===== config.mk =====
export PLATFORM = sky130hd
export DESIGN_NAME = block_code_16_8_codec_core
export DESIGN_NICKNAME = d
export VERILOG_FILES = /design/src/rtl/bcc_pkg.sv /design/src/rtl/bcc_syn.sv /design/src/rtl/bcc_search.sv /design/src/rtl/bcc_fix.sv /design/src/rtl/block_code_16_8_codec_core.sv
export SDC_FILE = /design/constraint.sdc
export NUM_CORES = 1
export LEC_CHECK = 0
export BUFFER_PORTS_ARGS = -buffer_cell sky130_fd_sc_hd__buf_2
export CAP_MARGIN = 15
export CORE_MARGIN = 3
export CORE_UTILIZATION = 40
export DETAILED_ROUTE_END_ITERATION = 10
export GPL_ROUTABILITY_DRIVEN = 0
export PLACE_DENSITY_LB_ADDON = 0.3
export REMOVE_ABC_BUFFERS = 1
export SLEW_MARGIN = 20
export SYNTH_ARGS = -nofsm -noshare
export SYNTH_HDL_FRONTEND = slang
export SYNTH_SLANG_ARGS = --single-unit

===== constraint.sdc =====
create_clock -name clock -period 8.3 [get_ports clock]
set_input_delay 0.83 -clock clock [delete_from_list [all_inputs] [get_ports clock]]
set_output_delay 0.83 -clock clock [all_outputs]
set_load 0.01 [all_outputs]

===== src/rtl/bcc_pkg.sv =====
// Shared types, status codes and parity-check helpers for the (16,8) block code codec.
package bcc_pkg;

   // Reset value of the parity matrix register.
   localparam logic [63:0] PARITY_MATRIX_RESET = 64'hE77B95E956AACCF0;

   // Result status codes.
   localparam logic [1:0] STAT_CLEAN  = 2'd0;
   localparam logic [1:0] STAT_SINGLE = 2'd1;
   localparam logic [1:0] STAT_DOUBLE = 2'd2;
   localparam logic [1:0] STAT_UNCORR = 2'd3;

   // Sixteen columns of H, each eight bits wide (bit k is row k).
   typedef logic [15:0][7:0] bcc_cols_type;

   // Stage 1: word and syndrome (syndrome is zero for an encode beat).
   typedef struct packed {
      logic        vld;
      logic [15:0] word;
      logic [7:0]  syn;
   } bcc_s1_type;

   // Stage 2: compare results for every column pair and every single column.
   typedef struct packed {
      logic              vld;
      logic [15:0]       word;
      logic              syn_nz;
      logic [15:0][15:0] pair_hit;
      logic [15:0]       single_hit;
   } bcc_s2_type;

   // Stage 3: first matching partner per first column, first matching single.
   typedef struct packed {
      logic             vld;
      logic [15:0]      word;
      logic             syn_nz;
      logic [15:0]      row_hit;
      logic [15:0][3:0] row_j;
      logic             single_any;
      logic [3:0]       single_pos;
   } bcc_s3_type;

   // Output beat.
   typedef struct packed {
      logic        vld;
      logic [7:0]  data_out;
      logic [15:0] codeword_out;
      logic [1:0]  status;
      logic [3:0]  pos1;
      logic [3:0]  pos2;
   } bcc_rsp_type;

   // Build the columns of H = [P | I8] from the parity matrix register.
   function automatic bcc_cols_type h_columns(input logic [63:0] m);
      bcc_cols_type cols;
      for (int c = 0; c < 8; c++) begin
         for (int k = 0; k < 8; k++) begin
            cols[c][k] = m[8*k + 7 - c];
         end
      end
      for (int c = 8; c < 16; c++) begin
         cols[c] = 8'(1) << (c - 8);
      end
      return cols;
   endfunction

endpackage


===== src/rtl/bcc_syn.sv =====
// First pipeline stage: parity generation for encode and syndrome for decode.
module bcc_syn (
   input  logic                clock,
   input  logic                reset,
   input  logic                accept,
   input  logic                mode,
   input  logic [7:0]          data_byte,
   input  logic [15:0]         codeword,
   input  logic [63:0]         parity_matrix,
   output bcc_pkg::bcc_s1_type s1
);

   bcc_pkg::bcc_s1_type s1_ff;
   bcc_pkg::bcc_s1_type s1_in;

   // Each row of P is dotted with the data byte; decode adds the received parity.
   always_comb begin
      logic [7:0] dat;
      logic [7:0] par;
      logic [7:0] syn;
      dat = mode ? codeword[15:8] : data_byte;
      for (int k = 0; k < 8; k++) begin
         par[7 - k] = ^(dat & parity_matrix[8*k +: 8]);
         syn[k]     = par[7 - k] ^ codeword[7 - k];
      end
      s1_in.vld = accept;
      if (mode) begin
         s1_in.word = codeword;
         s1_in.syn  = syn;
      end else begin
         s1_in.word = {data_byte, par};
         s1_in.syn  = '0;
      end
   end

   // Stage register.
   always_ff @(posedge clock) begin
      if (reset) begin
         s1_ff <= '0;
      end else begin
         s1_ff <= s1_in;
      end
   end

   assign s1 = s1_ff;

endmodule


===== src/rtl/bcc_search.sv =====
// Second and third pipeline stages: column compares, then first match per row.
module bcc_search (
   input  logic                clock,
   input  logic                reset,
   input  logic [63:0]         parity_matrix,
   input  bcc_pkg::bcc_s1_type s1,
   output bcc_pkg::bcc_s3_type s3
);

   bcc_pkg::bcc_s2_type  s2_ff;
   bcc_pkg::bcc_s2_type  s2_in;
   bcc_pkg::bcc_s3_type  s3_ff;
   bcc_pkg::bcc_s3_type  s3_in;
   bcc_pkg::bcc_cols_type cols;

   assign cols = bcc_pkg::h_columns(parity_matrix);

   // Compare the syndrome against every pair i<j and every single column in parallel.
   always_comb begin
      s2_in.vld    = s1.vld;
      s2_in.word   = s1.word;
      s2_in.syn_nz = |s1.syn;
      for (int i = 0; i < 16; i++) begin
         s2_in.single_hit[i] = (cols[i] == s1.syn);
         for (int j = 0; j < 16; j++) begin
            s2_in.pair_hit[i][j] = (j > i) && ((cols[i] ^ cols[j]) == s1.syn);
         end
      end
   end

   // Priority pick of the lowest partner j for each i, and of the lowest single.
   always_comb begin
      s3_in.vld        = s2_ff.vld;
      s3_in.word       = s2_ff.word;
      s3_in.syn_nz     = s2_ff.syn_nz;
      s3_in.single_any = |s2_ff.single_hit;
      s3_in.single_pos = '0;
      for (int c = 15; c >= 0; c--) begin
         if (s2_ff.single_hit[c]) begin
            s3_in.single_pos = 4'(c);
         end
      end
      for (int i = 0; i < 16; i++) begin
         s3_in.row_hit[i] = |s2_ff.pair_hit[i];
         s3_in.row_j[i]   = '0;
         for (int j = 15; j >= 0; j--) begin
            if (s2_ff.pair_hit[i][j]) begin
               s3_in.row_j[i] = 4'(j);
            end
         end
      end
   end

   // Stage registers.
   always_ff @(posedge clock) begin
      if (reset) begin
         s2_ff <= '0;
         s3_ff <= '0;
      end else begin
         s2_ff <= s2_in;
         s3_ff <= s3_in;
      end
   end

   assign s3 = s3_ff;

endmodule


===== src/rtl/bcc_fix.sv =====
// Last pipeline stage: choose the correction, flip the bits and register the result.
module bcc_fix (
   input  logic                 clock,
   input  logic                 reset,
   input  bcc_pkg::bcc_s3_type  s3,
   output bcc_pkg::bcc_rsp_type rsp
);

   bcc_pkg::bcc_rsp_type rsp_ff;
   bcc_pkg::bcc_rsp_type rsp_in;

   // A pair match wins over a single match; no match leaves the word as received.
   always_comb begin
      logic [3:0]  sel;
      logic [15:0] word;
      sel = '0;
      for (int i = 15; i >= 0; i--) begin
         if (s3.row_hit[i]) begin
            sel = 4'(i);
         end
      end
      word          = s3.word;
      rsp_in.vld    = s3.vld;
      rsp_in.status = bcc_pkg::STAT_CLEAN;
      rsp_in.pos1   = '0;
      rsp_in.pos2   = '0;
      if (s3.syn_nz) begin
         if (|s3.row_hit) begin
            word          = word ^ (16'h8000 >> sel) ^ (16'h8000 >> s3.row_j[sel]);
            rsp_in.status = bcc_pkg::STAT_DOUBLE;
            rsp_in.pos1   = sel;
            rsp_in.pos2   = s3.row_j[sel];
         end else if (s3.single_any) begin
            word          = word ^ (16'h8000 >> s3.single_pos);
            rsp_in.status = bcc_pkg::STAT_SINGLE;
            rsp_in.pos1   = s3.single_pos;
         end else begin
            rsp_in.status = bcc_pkg::STAT_UNCORR;
         end
      end
      rsp_in.codeword_out = word;
      rsp_in.data_out     = word[15:8];
   end

   // Output register.
   always_ff @(posedge clock) begin
      if (reset) begin
         rsp_ff <= '0;
      end else begin
         rsp_ff <= rsp_in;
      end
   end

   assign rsp = rsp_ff;

endmodule


===== src/rtl/block_code_16_8_codec_core.sv =====
// Top level of the (16,8) block code codec: parity matrix register and four-stage pipeline.
// A beat's result reaches rsp_valid after the syndrome, compare, pick and output registers.
// Throughput: one beat per cycle; the four register stages (syndrome, column compares,
// per-row priority pick, final selection and flip) each take a new beat every cycle.
// busy is high only during reset; the result side cannot stall, so nothing holds the pipe.
// Reset clears all valid bits and loads the parity matrix with its default value.
module block_code_16_8_codec_core (
   input  logic        clock,
   input  logic        reset,
   input  logic        start,
   output logic        busy,
   input  logic        req_mode,
   input  logic [7:0]  req_data_byte,
   input  logic [15:0] req_codeword,
   input  logic        csr_valid,
   output logic        csr_ready,
   input  logic [63:0] csr_parity_matrix,
   output logic        rsp_valid,
   output logic [7:0]  rsp_data_out,
   output logic [15:0] rsp_codeword_out,
   output logic [1:0]  rsp_status,
   output logic [3:0]  rsp_first_error_position,
   output logic [3:0]  rsp_second_error_position
);

   logic [63:0]          parity_matrix_ff;
   logic [63:0]          parity_matrix_in;
   logic                 accept;
   bcc_pkg::bcc_s1_type  s1;
   bcc_pkg::bcc_s3_type  s3;
   bcc_pkg::bcc_rsp_type rsp;

   // Handshakes.
   assign busy      = reset;
   assign csr_ready = !reset;
   assign accept    = start && !busy;

   // Parity matrix register, written by a configuration beat.
   assign parity_matrix_in = (csr_valid && csr_ready) ? csr_parity_matrix : parity_matrix_ff;

   always_ff @(posedge clock) begin
      if (reset) begin
         parity_matrix_ff <= bcc_pkg::PARITY_MATRIX_RESET;
      end else begin
         parity_matrix_ff <= parity_matrix_in;
      end
   end

   bcc_syn u_syn (
      .clock         (clock),
      .reset         (reset),
      .accept        (accept),
      .mode          (req_mode),
      .data_byte     (req_data_byte),
      .codeword      (req_codeword),
      .parity_matrix (parity_matrix_ff),
      .s1            (s1)
   );

   bcc_search u_search (
      .clock         (clock),
      .reset         (reset),
      .parity_matrix (parity_matrix_ff),
      .s1            (s1),
      .s3            (s3)
   );

   bcc_fix u_fix (
      .clock (clock),
      .reset (reset),
      .s3    (s3),
      .rsp   (rsp)
   );

   // Result beat.
   assign rsp_valid                 = rsp.vld;
   assign rsp_data_out              = rsp.data_out;
   assign rsp_codeword_out          = rsp.codeword_out;
   assign rsp_status                = rsp.status;
   assign rsp_first_error_position  = rsp.pos1;
   assign rsp_second_error_position = rsp.pos2;

endmodule

# Word-level counts from Yosys, hierarchy flattened
# Cells that the tools add are included.
# Widths: inputs -> output; s select.
[word_totals] reg_bits=501 in_bits=93 out_inout_bits=37 elab_cells=755
[classes] magnitude_cmp=1 n_eq_ne=136 n_shift=3 muxes=281 bitwise=114 n_reduce_logical=102
[op_table] operator="$eq 8x8->1" count=100
[op_table] operator="$mux 4" count=154
[op_table] operator="$reduce_or 16->1" count=17
[op_table] operator="$xor 8x8->8" count=28
[op_table] operator="$mux 3" count=68
[op_table] operator="$reduce_or 9->1" count=17
[op_table] operator="$reduce_or 5->1" count=17
[op_table] operator="$mux 2" count=35
[op_table] operator="$not 1->1" count=67
[op_table] operator="$and 8x8->8" count=8
[op_table] operator="$eq 8x8->1 const A" count=8
[op_table] operator="$reduce_xor 8->1" count=8
[op_table] operator="$eq 7x8->1 const A" count=7
[op_table] operator="$reduce_or 3->1" count=18
[op_table] operator="$eq 6x8->1 const A" count=6
[op_table] operator="$mux 16" count=3
[op_table] operator="$shr 16x4->16 const A" count=3
[op_table] operator="$xor 16x16->16" count=3
[op_table] operator="$eq 5x8->1 const A" count=5
[op_table] operator="$reduce_or 2->1" count=19
[op_table] operator="$eq 4x8->1 const A" count=4
[op_table] operator="$eq 3x8->1 const A" count=3
[op_table] operator="$mux 24" count=1
[op_table] operator="$reduce_or 18->1" count=1
[op_table] operator="12 further kinds" count=37

# Longest topological paths before layout
# Gate-level depths: netlist of run 1.
[logic_depth] ltp_word=22 ltp_mapped=12

# Modules after synthesis
# A second synthesis of run 1 with hierarchy kept.
[unflattened] cells_unflattened=2082 hier_area_um2=19283.5
[modules_own_cells] module="bcc_search" instances=1 cells_each=1273 area_each_um2=12228.0 seq_area_each_um2=4864.7
[modules_own_cells] module="bcc_fix" instances=1 cells_each=391 area_each_um2=3034.2 seq_area_each_um2=540.5
[modules_own_cells] module="block_code_16_8_codec_core" instances=1 cells_each=209 area_each_um2=2329.7 seq_area_each_um2=1281.2
[modules_own_cells] module="bcc_syn" instances=1 cells_each=209 area_each_um2=1691.6 seq_area_each_um2=500.5

# Worst setup path before layout of run 1
# OpenSTA, ideal clock, no wires.
[synth_timing] kind="reg-to-reg" from="register u_search.s3_ff, in the netlist u_search.s3[75]" to="register u_fix.rsp_ff, in the netlist u_fix.rsp[18]" setup_ns=0.115 t_arrival_ns=2.867 path_slack_ns=5.318 path_stages_with_launch=12 n_path_buf=1 cell_sequence="dfxtp_1 -> or4_4 -> o221ai_4 -> nand2_4 -> o31ai_4 -> a221oi_1 -> a31o_1 -> a211oi_4 -> buf_4 -> nand4b_1 -> xnor2_1 -> o21a_1"
[synth_between] elab_chain_len=13
[synth_lines] element="start: declaration" line="bcc_search.sv:12" rtl="bcc_pkg::bcc_s3_type s3_ff;"
[synth_lines] element="start signal: assignment" line="bcc_search.sv:61" rtl="s3_ff <= s3_in;"
[synth_lines] element="$mux 4 (7 in a row)" line="bcc_fix.sv:18" rtl="if (s3.row_hit[i]) begin"
[synth_lines] element="$bmux 4 s4" line="bcc_fix.sv:29" rtl="word = word ^ (16'h8000 >> sel) ^ (16'h8000 >> s3.row_j[sel]);"
[synth_lines] element="$mux 4 (implied by the code)" line="bcc_fix.sv:29"
[synth_lines] element="$shr 16x4->16" line="bcc_fix.sv:29"
[synth_lines] element="$xor 16x16->16" line="bcc_fix.sv:29"
[synth_lines] element="$mux 16 *" line="bcc_fix.sv:28" rtl="if (|s3.row_hit) begin"
[synth_lines] element="$mux 16 *" line="bcc_fix.sv:27" rtl="if (s3.syn_nz) begin"
[synth_lines] element="end signal: assignment" line="bcc_fix.sv:50" rtl="rsp_ff <= rsp_in;"
[synth_lines] element="end: declaration" line="bcc_fix.sv:9" rtl="bcc_pkg::bcc_rsp_type rsp_ff;"
# Every way passes the cells marked *; elsewhere a longest branch is shown, timed or not. The select of a mux whose other input is x is not followed.
# A chain may end at the register's enable or synchronous reset.

# Worst setup path after layout of run 1
[layout_timing] from="register u_search.s3_ff, in the netlist u_search.s3[75]" to="register u_fix.rsp_ff, in the netlist u_fix.rsp[25]"
# The elaborated chain is that of the path after synthesis.

==> results of run 1 <==
-- layout make-up --
type | count | area (um2) | area share, %
well taps | 585 | 732.0 | 3.661
clock inverters | 16 | 224.0 | 1.120
inverters | 31 | 116.4 | 0.5819
repair buffers | 152 | 827.0 | 4.136
multi-input cells | 1502 | 9794 | 48.98
clock buffers | 51 | 1114 | 5.569
flip-flops and latches | 359 | 7188 | 35.95
-- synthesized netlist by cell type (8+ instances only) --
cell type,number
nor2b_1,49
a21oi_1,96
mux2_2,8
nor3b_1,34
mux2i_1,68
nor2_1,228
inv_1,30
nor4_1,62
o31ai_1,9
nand2b_1,19
xnor2_1,245
nand3_1,48
xor2_1,141
and3_1,10
nand2_1,183
or4_1,10
clkbuf_1,84
buf_1,32
o21ai_0,21
dfxtp_1,359
nand3b_1,9
o21bai_1,12
a311o_1,13
nand4_1,35
and2_1,11
nor3_1,83
buf_4,10
-- layout by cell type (no fill, tap or decap), types with 6 or more instances in the layout --
cell / instances
nor3b_1: 34
nand3b_1: 9
xor2_1: 140
a211oi_1: 7
inv_1: 30
buf_4: 24
clkbuf_16: 41
or2_2: 7
nand2b_1: 19
nand3_1: 48
o21bai_1: 12
buf_2: 127
nor2b_1: 49
nand4b_1: 7
nand2_1: 183
dfxtp_1: 358
a31oi_1: 7
nor3_1: 83
xnor2_1: 245
o21ai_0: 21
nor4_1: 62
clkinv_2: 6
or4_1: 10
and3_1: 10
a21oi_1: 96
nor2_1: 228
a311o_1: 13
nand4_1: 35
mux2i_1: 68
and3b_1: 7
and2_1: 11
mux2_2: 8
o31ai_1: 9
-- per-layer routing --
metal / up-vias / routed length, um
met5: - / 0
met4: 0 / 2891
met3: 174 / 4289
met2: 744 / 24030
met1: 6956 / 23460
li1: 7001 / -
-- worst max-delay path, delay by kind of cell (launching register included) --
| family | cells | cell delay, ps |
|---|---|---|
| DFF | 1 | 360 |
| xor gates and xnor gates | 1 | 160 |
| and+or+nand+nor | 3 | 1000 |
| AOI/OAI and AO/OA | 6 | 2450 |
-- stage by stage --
| step | std cells | setup slack, ps | utilization, % | hold WS (ps) |
|---|---|---|---|---|
| 2_1_floorplan | 1892 | 5126 | - | 396.4 |
| 3_3_place_gp | 2629 | 4406 | 43.10 | 408.6 |
| 3_5_place_dp | 2629 | 4307 | 43.12 | 411.0 |
| 4_1_cts | 2696 | 4262 | 46.21 | 410.4 |
| 5_1_grt | 2696 | 3842 | 46.21 | 434.7 |
| 6_report | 2696 | 4165 | 46.21 | 408.4 |
-- registers in the layout, summed over array words and instances (netlist names) --
name,flops
u_search.s2_ff,154
u_syn.s1,25
parity_matrix_ff,64
u_fix.rsp,27
u_search.s3,89
-- worst min path at each step --
stage	startpoint	endpoint	slack, ps
floorplan	u_search.s2_ff[238]	u_search.s3[57]	400
detailed placement	u_search.s2_ff[238]	u_search.s3[57]	410
CTS	u_search.s2_ff[238]	u_search.s3[57]	410
finish	u_search.s2_ff[238]	u_search.s3[57]	410
global placement	u_search.s2_ff[238]	u_search.s3[57]	410
global route	u_search.s2_ff[238]	u_search.s3[57]	430
-- cells by family (layout without fill, tap and decap cells) --
logic type / after synthesis / count (layout) / share of synthesized area, %
multiplexers: 77 / 77 / 4.499
AND/OR/NAND/NOR: 829 / 829 / 23.79
buffers and inverters: 162 / 250 / 3.733
flip-flops: 359 / 359 / 40.76
AO/OA/AOI/OAI: 210 / 210 / 8.047
XOR/XNOR: 386 / 386 / 19.17
-- power breakdown --
part	internal (mW)	total (mW)	switching, mW
Sequential	1.80	1.95	0.156
Combinational	0.503	1.25	0.745
Clock	1.10	1.80	0.697
==> flow_summary.html, run 1 <==
<table>
<tr><th>Metric</th><th>Value</th></tr>
<tr><th colspan="2">Clock tree</th></tr>
<tr><td>Source-to-sink clock delay at the later pin of the worst-skew pair</td><td>550 ps</td></tr>
<tr><td>Clock Sink Count</td><td>359</td></tr>
<tr><td>Number of buffers inserted to repair setup after CTS</td><td>0</td></tr>
<tr><td>Number of buffers between clock root and the deepest sink</td><td>3</td></tr>
<tr><td>H-tree levels</td><td>2</td></tr>
<tr><td>Resized cells post-CTS</td><td>0</td></tr>
<tr><td>Hold_buf cts</td><td>0</td></tr>
<tr><td>Clock transition at the register clock pins on the worst setup and hold paths after CTS</td><td>60 ps</td></tr>
<tr><td>CTS tree</td><td>done</td></tr>
<tr><td>Clock root buffer</td><td>clkbuf_16</td></tr>
<tr><td>CTS Buf Count</td><td>40</td></tr>
<tr><th colspan="2">Run status</th></tr>
<tr><td>Status</td><td>finished clean</td></tr>
<tr><th colspan="2">Power</th></tr>
<tr><td>Cell leakage power</td><td>7.550 nW</td></tr>
<tr><td>Post-layout total power</td><td>5.001 mW</td></tr>
<tr><td>Power density relative to cell area</td><td>250.1 nW/um2</td></tr>
<tr><td>Worst VDD drop</td><td>0.0001491 V</td></tr>
<tr><th colspan="2">Global route</th></tr>
<tr><td>Aggregate global-route resource usage</td><td>23.09%</td></tr>
<tr><td>Busiest layer in global routing</td><td>met2</td></tr>
<tr><td>Met3 Resource Use GR</td><td>3.844%</td></tr>
<tr><td>Met2 demand-to-capacity share in global routing</td><td>36.60%</td></tr>
<tr><td>Total gr overflow</td><td>0</td></tr>
<tr><td>Number of global-route vias before repair</td><td>14390</td></tr>
<tr><td>Global routing usage on met1</td><td>30.53%</td></tr>
<tr><td>Number of antenna violations at the first check in global routing</td><td>1</td></tr>
<tr><td>Largest net degree at the start of global routing</td><td>89</td></tr>
<tr><td>Wire length of the first global-routing pass</td><td>84.39 mm</td></tr>
<tr><th colspan="2">Placed design</th></tr>
<tr><td>Post-DP HPWL</td><td>38.93 mm</td></tr>
<tr><td>Placed instance area</td><td>18660 um2</td></tr>
<tr><td>PortBufs</td><td>129</td></tr>
<tr><th colspan="2">Floorplanning</th></tr>
<tr><td>Initial Utilization</td><td>40.75%</td></tr>
<tr><td>Height of the chip</td><td>216.0 um</td></tr>
<tr><td>Total Die Area</td><td>46630 um2</td></tr>
<tr><td>Placement Rows</td><td>76</td></tr>
<tr><td>X dimension of the die</td><td>216.0 um</td></tr>
<tr><td>Area of the core</td><td>43270 um2</td></tr>
<tr><td>Ports placed on the boundary</td><td>130</td></tr>
<tr><th colspan="2">Timing</th></tr>
<tr><td>Maximum frequency from static timing analysis</td><td>241.8 MHz</td></tr>
<tr><td>Total count of hold-check failures in the final report</td><td>0</td></tr>
<tr><td>Slew Limit Fails</td><td>0</td></tr>
<tr><td>Max transition margin</td><td>13.33%</td></tr>
<tr><td>Shortest clock period the worst path allows after layout</td><td>4135 ps</td></tr>
<tr><td>Setup Total Neg Slack</td><td>0 ps</td></tr>
<tr><td>Worst Skew</td><td>21.32 ps</td></tr>
<tr><td>Share of the cycle needed by the critical path after routing</td><td>49.82%</td></tr>
<tr><td>Final setup viols</td><td>0</td></tr>
<tr><td>Unrepaired setup endpoints after global routing</td><td>no</td></tr>
<tr><td>Transition time at the pin with the least slew margin</td><td>1288 ps</td></tr>
<tr><th colspan="2">Logic synthesis</th></tr>
<tr><td>Most used flip-flop cell after synthesis</td><td>dfxtp_1</td></tr>
<tr><td>Cell accounting for the most synthesized area</td><td>dfxtp_1</td></tr>
<tr><td>Number of distinct library cells after synthesis</td><td>74</td></tr>
<tr><td>Leading post-synthesis cells by cell area</td><td>dfxtp_1, xnor2_1, xor2_1, nor2_1, nand2_1</td></tr>
<tr><td>Sequential area share after synthesis</td><td>40.76%</td></tr>
<tr><td>Warning count from the yosys run</td><td>0</td></tr>
<tr><td>EDFF count, synth</td><td>0</td></tr>
<tr><td>Gate Count Post-Synth</td><td>2023</td></tr>
<tr><td>Post-synthesis instance area</td><td>17630 um2</td></tr>
<tr><td>Synth async-reset ratio</td><td>0%</td></tr>
<tr><td>Top-area cell type share of the netlist area</td><td>40.76%</td></tr>
<tr><td>Per-instance average area after synthesis</td><td>8.716 um2</td></tr>
<tr><td>Number of flip-flops and latches in the synthesized netlist</td><td>359</td></tr>
<tr><th colspan="2">Route</th></tr>
<tr><td>Remaining antenna violation count</td><td>0</td></tr>
<tr><td>Initial DRC Count</td><td>1466</td></tr>
<tr><td>Detailed-route via count</td><td>14880</td></tr>
<tr><td>WL per Instance</td><td>20.28 um</td></tr>
<tr><td>Remaining design rule violation count</td><td>0</td></tr>
<tr><td>Mean number of vias per cell</td><td>5.517</td></tr>
<tr><td>Routed WL</td><td>54.67 mm</td></tr>
<tr><td>Number of search-and-repair iterations in the first detailed-routing pass</td><td>6</td></tr>
<tr><th colspan="2">Critical path</th></tr>
<tr><td>Cell-by-cell listing of the critical path</td><td>nor3_1 -&gt; o21ai_0 -&gt; a211oi_1 -&gt; nor2_1 -&gt; a41oi_2 -&gt; o21ai_2 -&gt; o221ai_2 -&gt; nor4b_1 -&gt; xnor2_1 -&gt; a21oi_1</td></tr>
<tr><td>Setup slack on the worst flop-to-flop path</td><td>4160 ps</td></tr>
<tr><td>Origin of the worst setup path</td><td>u_search.s3[75]</td></tr>
<tr><td>Data arrival time of the worst path</td><td>4520 ps</td></tr>
<tr><td>Worst Reg-to-Reg Cells</td><td>10</td></tr>
<tr><td>Delay of the slowest cell on the worst path</td><td>840 ps</td></tr>
<tr><td>Master of the slowest instance on the critical path</td><td>o221ai_2</td></tr>
<tr><td>Worst r2r dst</td><td>u_fix.rsp[25]</td></tr>
<tr><td>Type of element launching the critical path</td><td>register</td></tr>
<tr><td>CP Capture Type</td><td>register</td></tr>
<tr><td>Reg2Reg Launch Point</td><td>u_search.s3[75]</td></tr>
<tr><td>Endpoint of the worst setup timing path</td><td>u_fix.rsp[25]</td></tr>
<tr><td>Worst EP required</td><td>8690 ps</td></tr>
<tr><td>Type of the worst setup path</td><td>register to register</td></tr>
<tr><td>Top fanout value on the critical path</td><td>18</td></tr>
<tr><th colspan="2">Hold path</th></tr>
<tr><td>Hold Crit Class</td><td>register to register</td></tr>
<tr><td>Min-Delay Path Depth</td><td>1</td></tr>
<tr><th colspan="2">Finish</th></tr>
<tr><td>P&amp;R area growth vs syn</td><td>13.40%</td></tr>
<tr><td>Final design instance area without fill</td><td>20000 um2</td></tr>
<tr><td>Layout cells sized above 1</td><td>12.03%</td></tr>
<tr><td># diodes</td><td>0</td></tr>
<tr><td>Layout fillers</td><td>4147</td></tr>
<tr><td>Post-layout net count</td><td>2179</td></tr>
<tr><th colspan="2">Flow run</th></tr>
<tr><td>Number of max-cap violations</td><td>0</td></tr>
</table>
Note: power is estimated with default switching activity, not from simulation.
==> run 2: changes to the inputs <==
Settings changed: ABC_AREA from default to 1.
Clock period 8.3 ns to 3.9 ns, I/O delays scaled along.
==> run 2 against run 1 <==
  * The run now ends with DRC left
  * Clock skew rose by 21 ps
  * Largest power group unchanged
  * Combinational power increased by 110%
  * Via count increased by 21%
  * Register-to-register slack worse by 3500 ps
  * Hold slack worse by 390 ps
  * Sequential share of layout area fell by 0.98 points
  * Core utilization grew 0.97 points
  * Synthesized area grew 1.2%
==> flow_summary.html, run 2 <==
<table>
<tr><th>Metric</th><th>Value</th></tr>
<tr><th colspan="2">Run status</th></tr>
<tr><td>Status</td><td>finished with violations</td></tr>
<tr><td>Failing checks</td><td>DRC</td></tr>
<tr><th colspan="2">Clock tree</th></tr>
<tr><td>Clock transition at the register clock pins on the worst setup and hold paths after CTS</td><td>60 ps (about the same)</td></tr>
<tr><td>Hold_buf cts</td><td>0 (unchanged)</td></tr>
<tr><td>Clock Sink Count</td><td>359 (unchanged)</td></tr>
<tr><td>Resized cells post-CTS</td><td>0 (unchanged)</td></tr>
<tr><td>Source-to-sink clock delay at the later pin of the worst-skew pair</td><td>590 ps (+40 ps)</td></tr>
<tr><td>CTS Buf Count</td><td>40 (unchanged)</td></tr>
<tr><td>Clock root buffer</td><td>clkbuf_16</td></tr>
<tr><td>H-tree levels</td><td>2 (unchanged)</td></tr>
<tr><td>Number of buffers inserted to repair setup after CTS</td><td>0 (unchanged)</td></tr>
<tr><td>Number of buffers between clock root and the deepest sink</td><td>3 (unchanged)</td></tr>
<tr><td>CTS tree</td><td>done</td></tr>
<tr><th colspan="2">Route</th></tr>
<tr><td>Detailed-route via count</td><td>17940 (+21%)</td></tr>
<tr><td>WL per Instance</td><td>20.11 um (-0.84%)</td></tr>
<tr><td>Mean number of vias per cell</td><td>5.578 (+1.1%)</td></tr>
<tr><td>Remaining design rule violation count</td><td>25 (+25)</td></tr>
<tr><td>Remaining antenna violation count</td><td>0 (unchanged)</td></tr>
<tr><td>Routed WL</td><td>64.68 mm (+18%)</td></tr>
<tr><td>Initial DRC Count</td><td>2593 (+77%)</td></tr>
<tr><td>Number of search-and-repair iterations in the first detailed-routing pass</td><td>11 (+5)</td></tr>
<tr><th colspan="2">Timing</th></tr>
<tr><td>Shortest clock period the worst path allows after layout</td><td>3217 ps (-918.5 ps)</td></tr>
<tr><td>Slew Limit Fails</td><td>0 (unchanged)</td></tr>
<tr><td>Setup Total Neg Slack</td><td>0 ps (unchanged)</td></tr>
<tr><td>Unrepaired setup endpoints after global routing</td><td>no</td></tr>
<tr><td>Worst slack on hold paths</td><td>15.99 ps (-392.4 ps)</td></tr>
<tr><td>Total count of hold-check failures in the final report</td><td>0 (unchanged)</td></tr>
<tr><td>Transition time at the pin with the least slew margin</td><td>1151 ps (-137.0 ps)</td></tr>
<tr><td>Maximum frequency from static timing analysis</td><td>310.9 MHz (+29%)</td></tr>
<tr><td>Share of the cycle needed by the critical path after routing</td><td>82.48% (+33 points)</td></tr>
<tr><td>Worst Skew</td><td>42.22 ps (+20.90 ps)</td></tr>
<tr><td>Final setup viols</td><td>0 (unchanged)</td></tr>
<tr><td>Max transition margin</td><td>21.27% (+7.9 points)</td></tr>
<tr><th colspan="2">Logic synthesis</th></tr>
<tr><td>EDFF count, synth</td><td>0 (unchanged)</td></tr>
<tr><td>Per-instance average area after synthesis</td><td>7.178 um2 (-18%)</td></tr>
<tr><td>Post-synthesis instance area</td><td>17840 um2 (+1.2%)</td></tr>
<tr><td>Sequential area share after synthesis</td><td>40.28% (-0.48 points)</td></tr>
<tr><td>Cell accounting for the most synthesized area</td><td>dfxtp_1</td></tr>
<tr><td>Synth cell count leaders</td><td>nor2_1, dfxtp_1, nand2_1</td></tr>
<tr><td>Top-area cell type share of the netlist area</td><td>40.28% (-0.48 points)</td></tr>
<tr><td>Leading post-synthesis cells by cell area</td><td>dfxtp_1, nor2_1, nand2_1, xor2_1, inv_1</td></tr>
<tr><td>Warning count from the yosys run</td><td>0 (unchanged)</td></tr>
<tr><td>Number of flip-flops and latches in the synthesized netlist</td><td>359 (unchanged)</td></tr>
<tr><td>Number of distinct library cells after synthesis</td><td>45 (-39%)</td></tr>
<tr><td>Synth async-reset ratio</td><td>0% (unchanged)</td></tr>
<tr><td>Gate Count Post-Synth</td><td>2486 (+23%)</td></tr>
<tr><td>Most common cell in the synthesized netlist</td><td>nor2_1</td></tr>
<tr><td>Most used flip-flop cell after synthesis</td><td>dfxtp_1</td></tr>
<tr><th colspan="2">Critical path</th></tr>
<tr><td>Reg2Reg Launch Point</td><td>u_syn.s1[0]</td></tr>
<tr><td>Data arrival time of the worst path</td><td>3570 ps (-950 ps)</td></tr>
<tr><td>Setup slack on the worst flop-to-flop path</td><td>680 ps (-3480 ps)</td></tr>
<tr><td>Master of the slowest instance on the critical path</td><td>nor4_1</td></tr>
<tr><td>Type of element launching the critical path</td><td>register</td></tr>
<tr><td>Cell-by-cell listing of the critical path</td><td>buf_4 -&gt; xor2_1 -&gt; nor2_1 -&gt; o21ai_0 -&gt; a221oi_1 -&gt; nand3_1 -&gt; nor4_1</td></tr>
<tr><td>Top fanout value on the critical path</td><td>9 (-9)</td></tr>
<tr><td>Delay of the slowest cell on the worst path</td><td>750 ps (-90 ps)</td></tr>
<tr><td>Worst EP required</td><td>4250 ps (-4440 ps)</td></tr>
<tr><td>Worst Reg-to-Reg Cells</td><td>7 (-3)</td></tr>
<tr><td>Buffering stage count on the worst path with inverters included</td><td>1 (+1)</td></tr>
<tr><td>CP Capture Type</td><td>register</td></tr>
<tr><td>Type of the worst setup path</td><td>register to register</td></tr>
<tr><td>Critical path's top delay family</td><td>simple AND/OR/NAND/NOR gates</td></tr>
<tr><td>Worst r2r dst</td><td>u_search.s2_ff[54]</td></tr>
<tr><th colspan="2">Hold path</th></tr>
<tr><td>End point of the worst hold path</td><td>parity_matrix_ff[61]</td></tr>
<tr><td>Hold Crit Class</td><td>input port to register</td></tr>
<tr><td>Min-Delay Path Depth</td><td>3 (+2)</td></tr>
<tr><td>Start point of the worst hold path</td><td>csr_parity_matrix[61]</td></tr>
<tr><th colspan="2">Floorplanning</th></tr>
<tr><td>Area of the core</td><td>43550 um2 (+0.66%)</td></tr>
<tr><td>Placement Rows</td><td>76 (unchanged)</td></tr>
<tr><td>Ports placed on the boundary</td><td>130 (unchanged)</td></tr>
<tr><td>X dimension of the die</td><td>217.2 um (+0.58%)</td></tr>
<tr><td>Total Die Area</td><td>47180 um2 (+1.2%)</td></tr>
<tr><td>Initial Utilization</td><td>40.97% (+0.22 points)</td></tr>
<tr><td>Height of the chip</td><td>217.2 um (+0.58%)</td></tr>
<tr><th colspan="2">Global route</th></tr>
<tr><td>Largest net degree at the start of global routing</td><td>133 (+49%)</td></tr>
<tr><td>Number of global-route vias before repair</td><td>16750 (+16%)</td></tr>
<tr><td>Total gr overflow</td><td>0 (unchanged)</td></tr>
<tr><td>Aggregate global-route resource usage</td><td>26.51% (+3.4 points)</td></tr>
<tr><td>Number of antenna violations at the first check in global routing</td><td>3 (+2)</td></tr>
<tr><td>Wire length of the first global-routing pass</td><td>97.10 mm (+15%)</td></tr>
<tr><th colspan="2">Finish</th></tr>
<tr><td>Post-layout net count</td><td>2695 (+24%)</td></tr>
<tr><td>P&amp;R area growth vs syn</td><td>15.17%</td></tr>
<tr><td>Reg with most FFs</td><td>u_search.s2_ff</td></tr>
<tr><td>Layout cells sized above 1</td><td>11.17% (-0.86 points)</td></tr>
<tr><td>Most common cell after layout, fill and taps aside</td><td>nor2_1</td></tr>
<tr><td># diodes</td><td>0 (unchanged)</td></tr>
<tr><td>Commonest cells after routing, fill and taps aside</td><td>nor2_1, dfxtp_1, nand2_1</td></tr>
<tr><td>Number of flip-flops under the largest register name</td><td>154 (unchanged)</td></tr>
<tr><th colspan="2">Power</th></tr>
<tr><td>Worst VDD drop</td><td>0.0002789 V (+87%)</td></tr>
<tr><td>Power density relative to cell area</td><td>514.0 nW/um2 (+110%)</td></tr>
<tr><td>Cell leakage power</td><td>8.956 nW (+19%)</td></tr>
<tr><th colspan="2">Placed design</th></tr>
<tr><td>Post-DP HPWL</td><td>47.90 mm (+23%)</td></tr>
<tr><td>PortBufs</td><td>129 (unchanged)</td></tr>
<tr><th colspan="2">Flow run</th></tr>
<tr><td>Number of max-cap violations</td><td>0 (unchanged)</td></tr>
</table>
## run 2: changes by cell type in the layout (fill, tap and decap cells not counted), sizes merged, moves of 33 or more
cell,delta
inv,+272
nor2,+198
xnor2,-198
nand2,+176
o21ai,+97
nand3,+74
mux2i,-61
o22ai,+59
a21oi,+54
nor2b,-49
nor4,-47
a221oi,+42
buf,+33
nor3b,-33
## run 2: final cells by class
cell class / count / area, um2
Fill cell: 4405 / 23000
Multi-Input combinational cell: 1702 / 8987
Sequential cell: 359 / 7187
Inverter: 314 / 1181
Clock buffer: 54 / 1164
Timing Repair Buffer: 185 / 1085
Tap cell: 585 / 732.0
Clock inverter: 18 / 215.2
## run 2: through the flow
step / utilization [%] / cells / worst slack (ps) / power (mW) / area, um2
2_1_floorplan: - / 2375 / 1134 / 5.630 / 17350
3_3_place_gp: 44.00 / 3145 / 950.1 / 6.549 / 19160
3_5_place_dp: 44.00 / 3145 / 873.0 / 6.582 / 19160
4_1_cts: 47.17 / 3217 / 852.5 / 10.49 / 20540
5_1_grt: 47.19 / 3217 / 431.6 / 10.94 / 20550
6_report: 47.19 / 3217 / 683.3 / 10.56 / 20550
## run 2: layer usage
metal,track usage (%),routed length [um],vias to the layer above
li1,-,-,8391
met1,33.99,26220,8171
met2,40.73,27490,1099
met3,7.861,7161,278
met4,13.09,3788,4
met5,0,23,-
## run 2: logic make-up (layout without fill, tap and decap cells)
kind of cell              Yosys count  in the layout  synth area share, %
buffers and inverters             425            571                9.403
muxes                               8              8               0.4488
xor gates and xnor gates          181            181                8.884
AOI/OAI and AO/OA                 462            462                16.02
and+or+nand+nor                  1051           1051                24.96
DFF                               359            359                40.28
## run 2: report_power, final
group | total (mW) | internal [mW] | switching [mW]
Clock | 3.94 | 2.31 | 1.63
Combinational | 2.59 | 0.767 | 1.83
Sequential | 4.03 | 3.84 | 0.195
## run 2: worst max-delay path by stage
stage                    start                 end  slack [ps]  cells past startpoint
2_1_floorplan  u_search.s3[70]       u_fix.rsp[18]        1130                     13
3_5_place_dp   u_search.s3[82]       u_fix.rsp[11]         870                     21
6_report           u_syn.s1[0]  u_search.s2_ff[54]         680                      7
4_1_cts        u_search.s3[82]       u_fix.rsp[11]         850                     21
3_3_place_gp   u_search.s3[82]       u_fix.rsp[25]         950                     22
5_1_grt        u_search.s3[82]       u_fix.rsp[11]         430                     21
## run 2: worst register-to-register path, cell delays in order (launching register included)
cell and delay [ps]:
dfxtp_1 570, buf_4 280, xor2_1 140, nor2_1 670
o21ai_0 180, a221oi_1 290, nand3_1 130, nor4_1 750
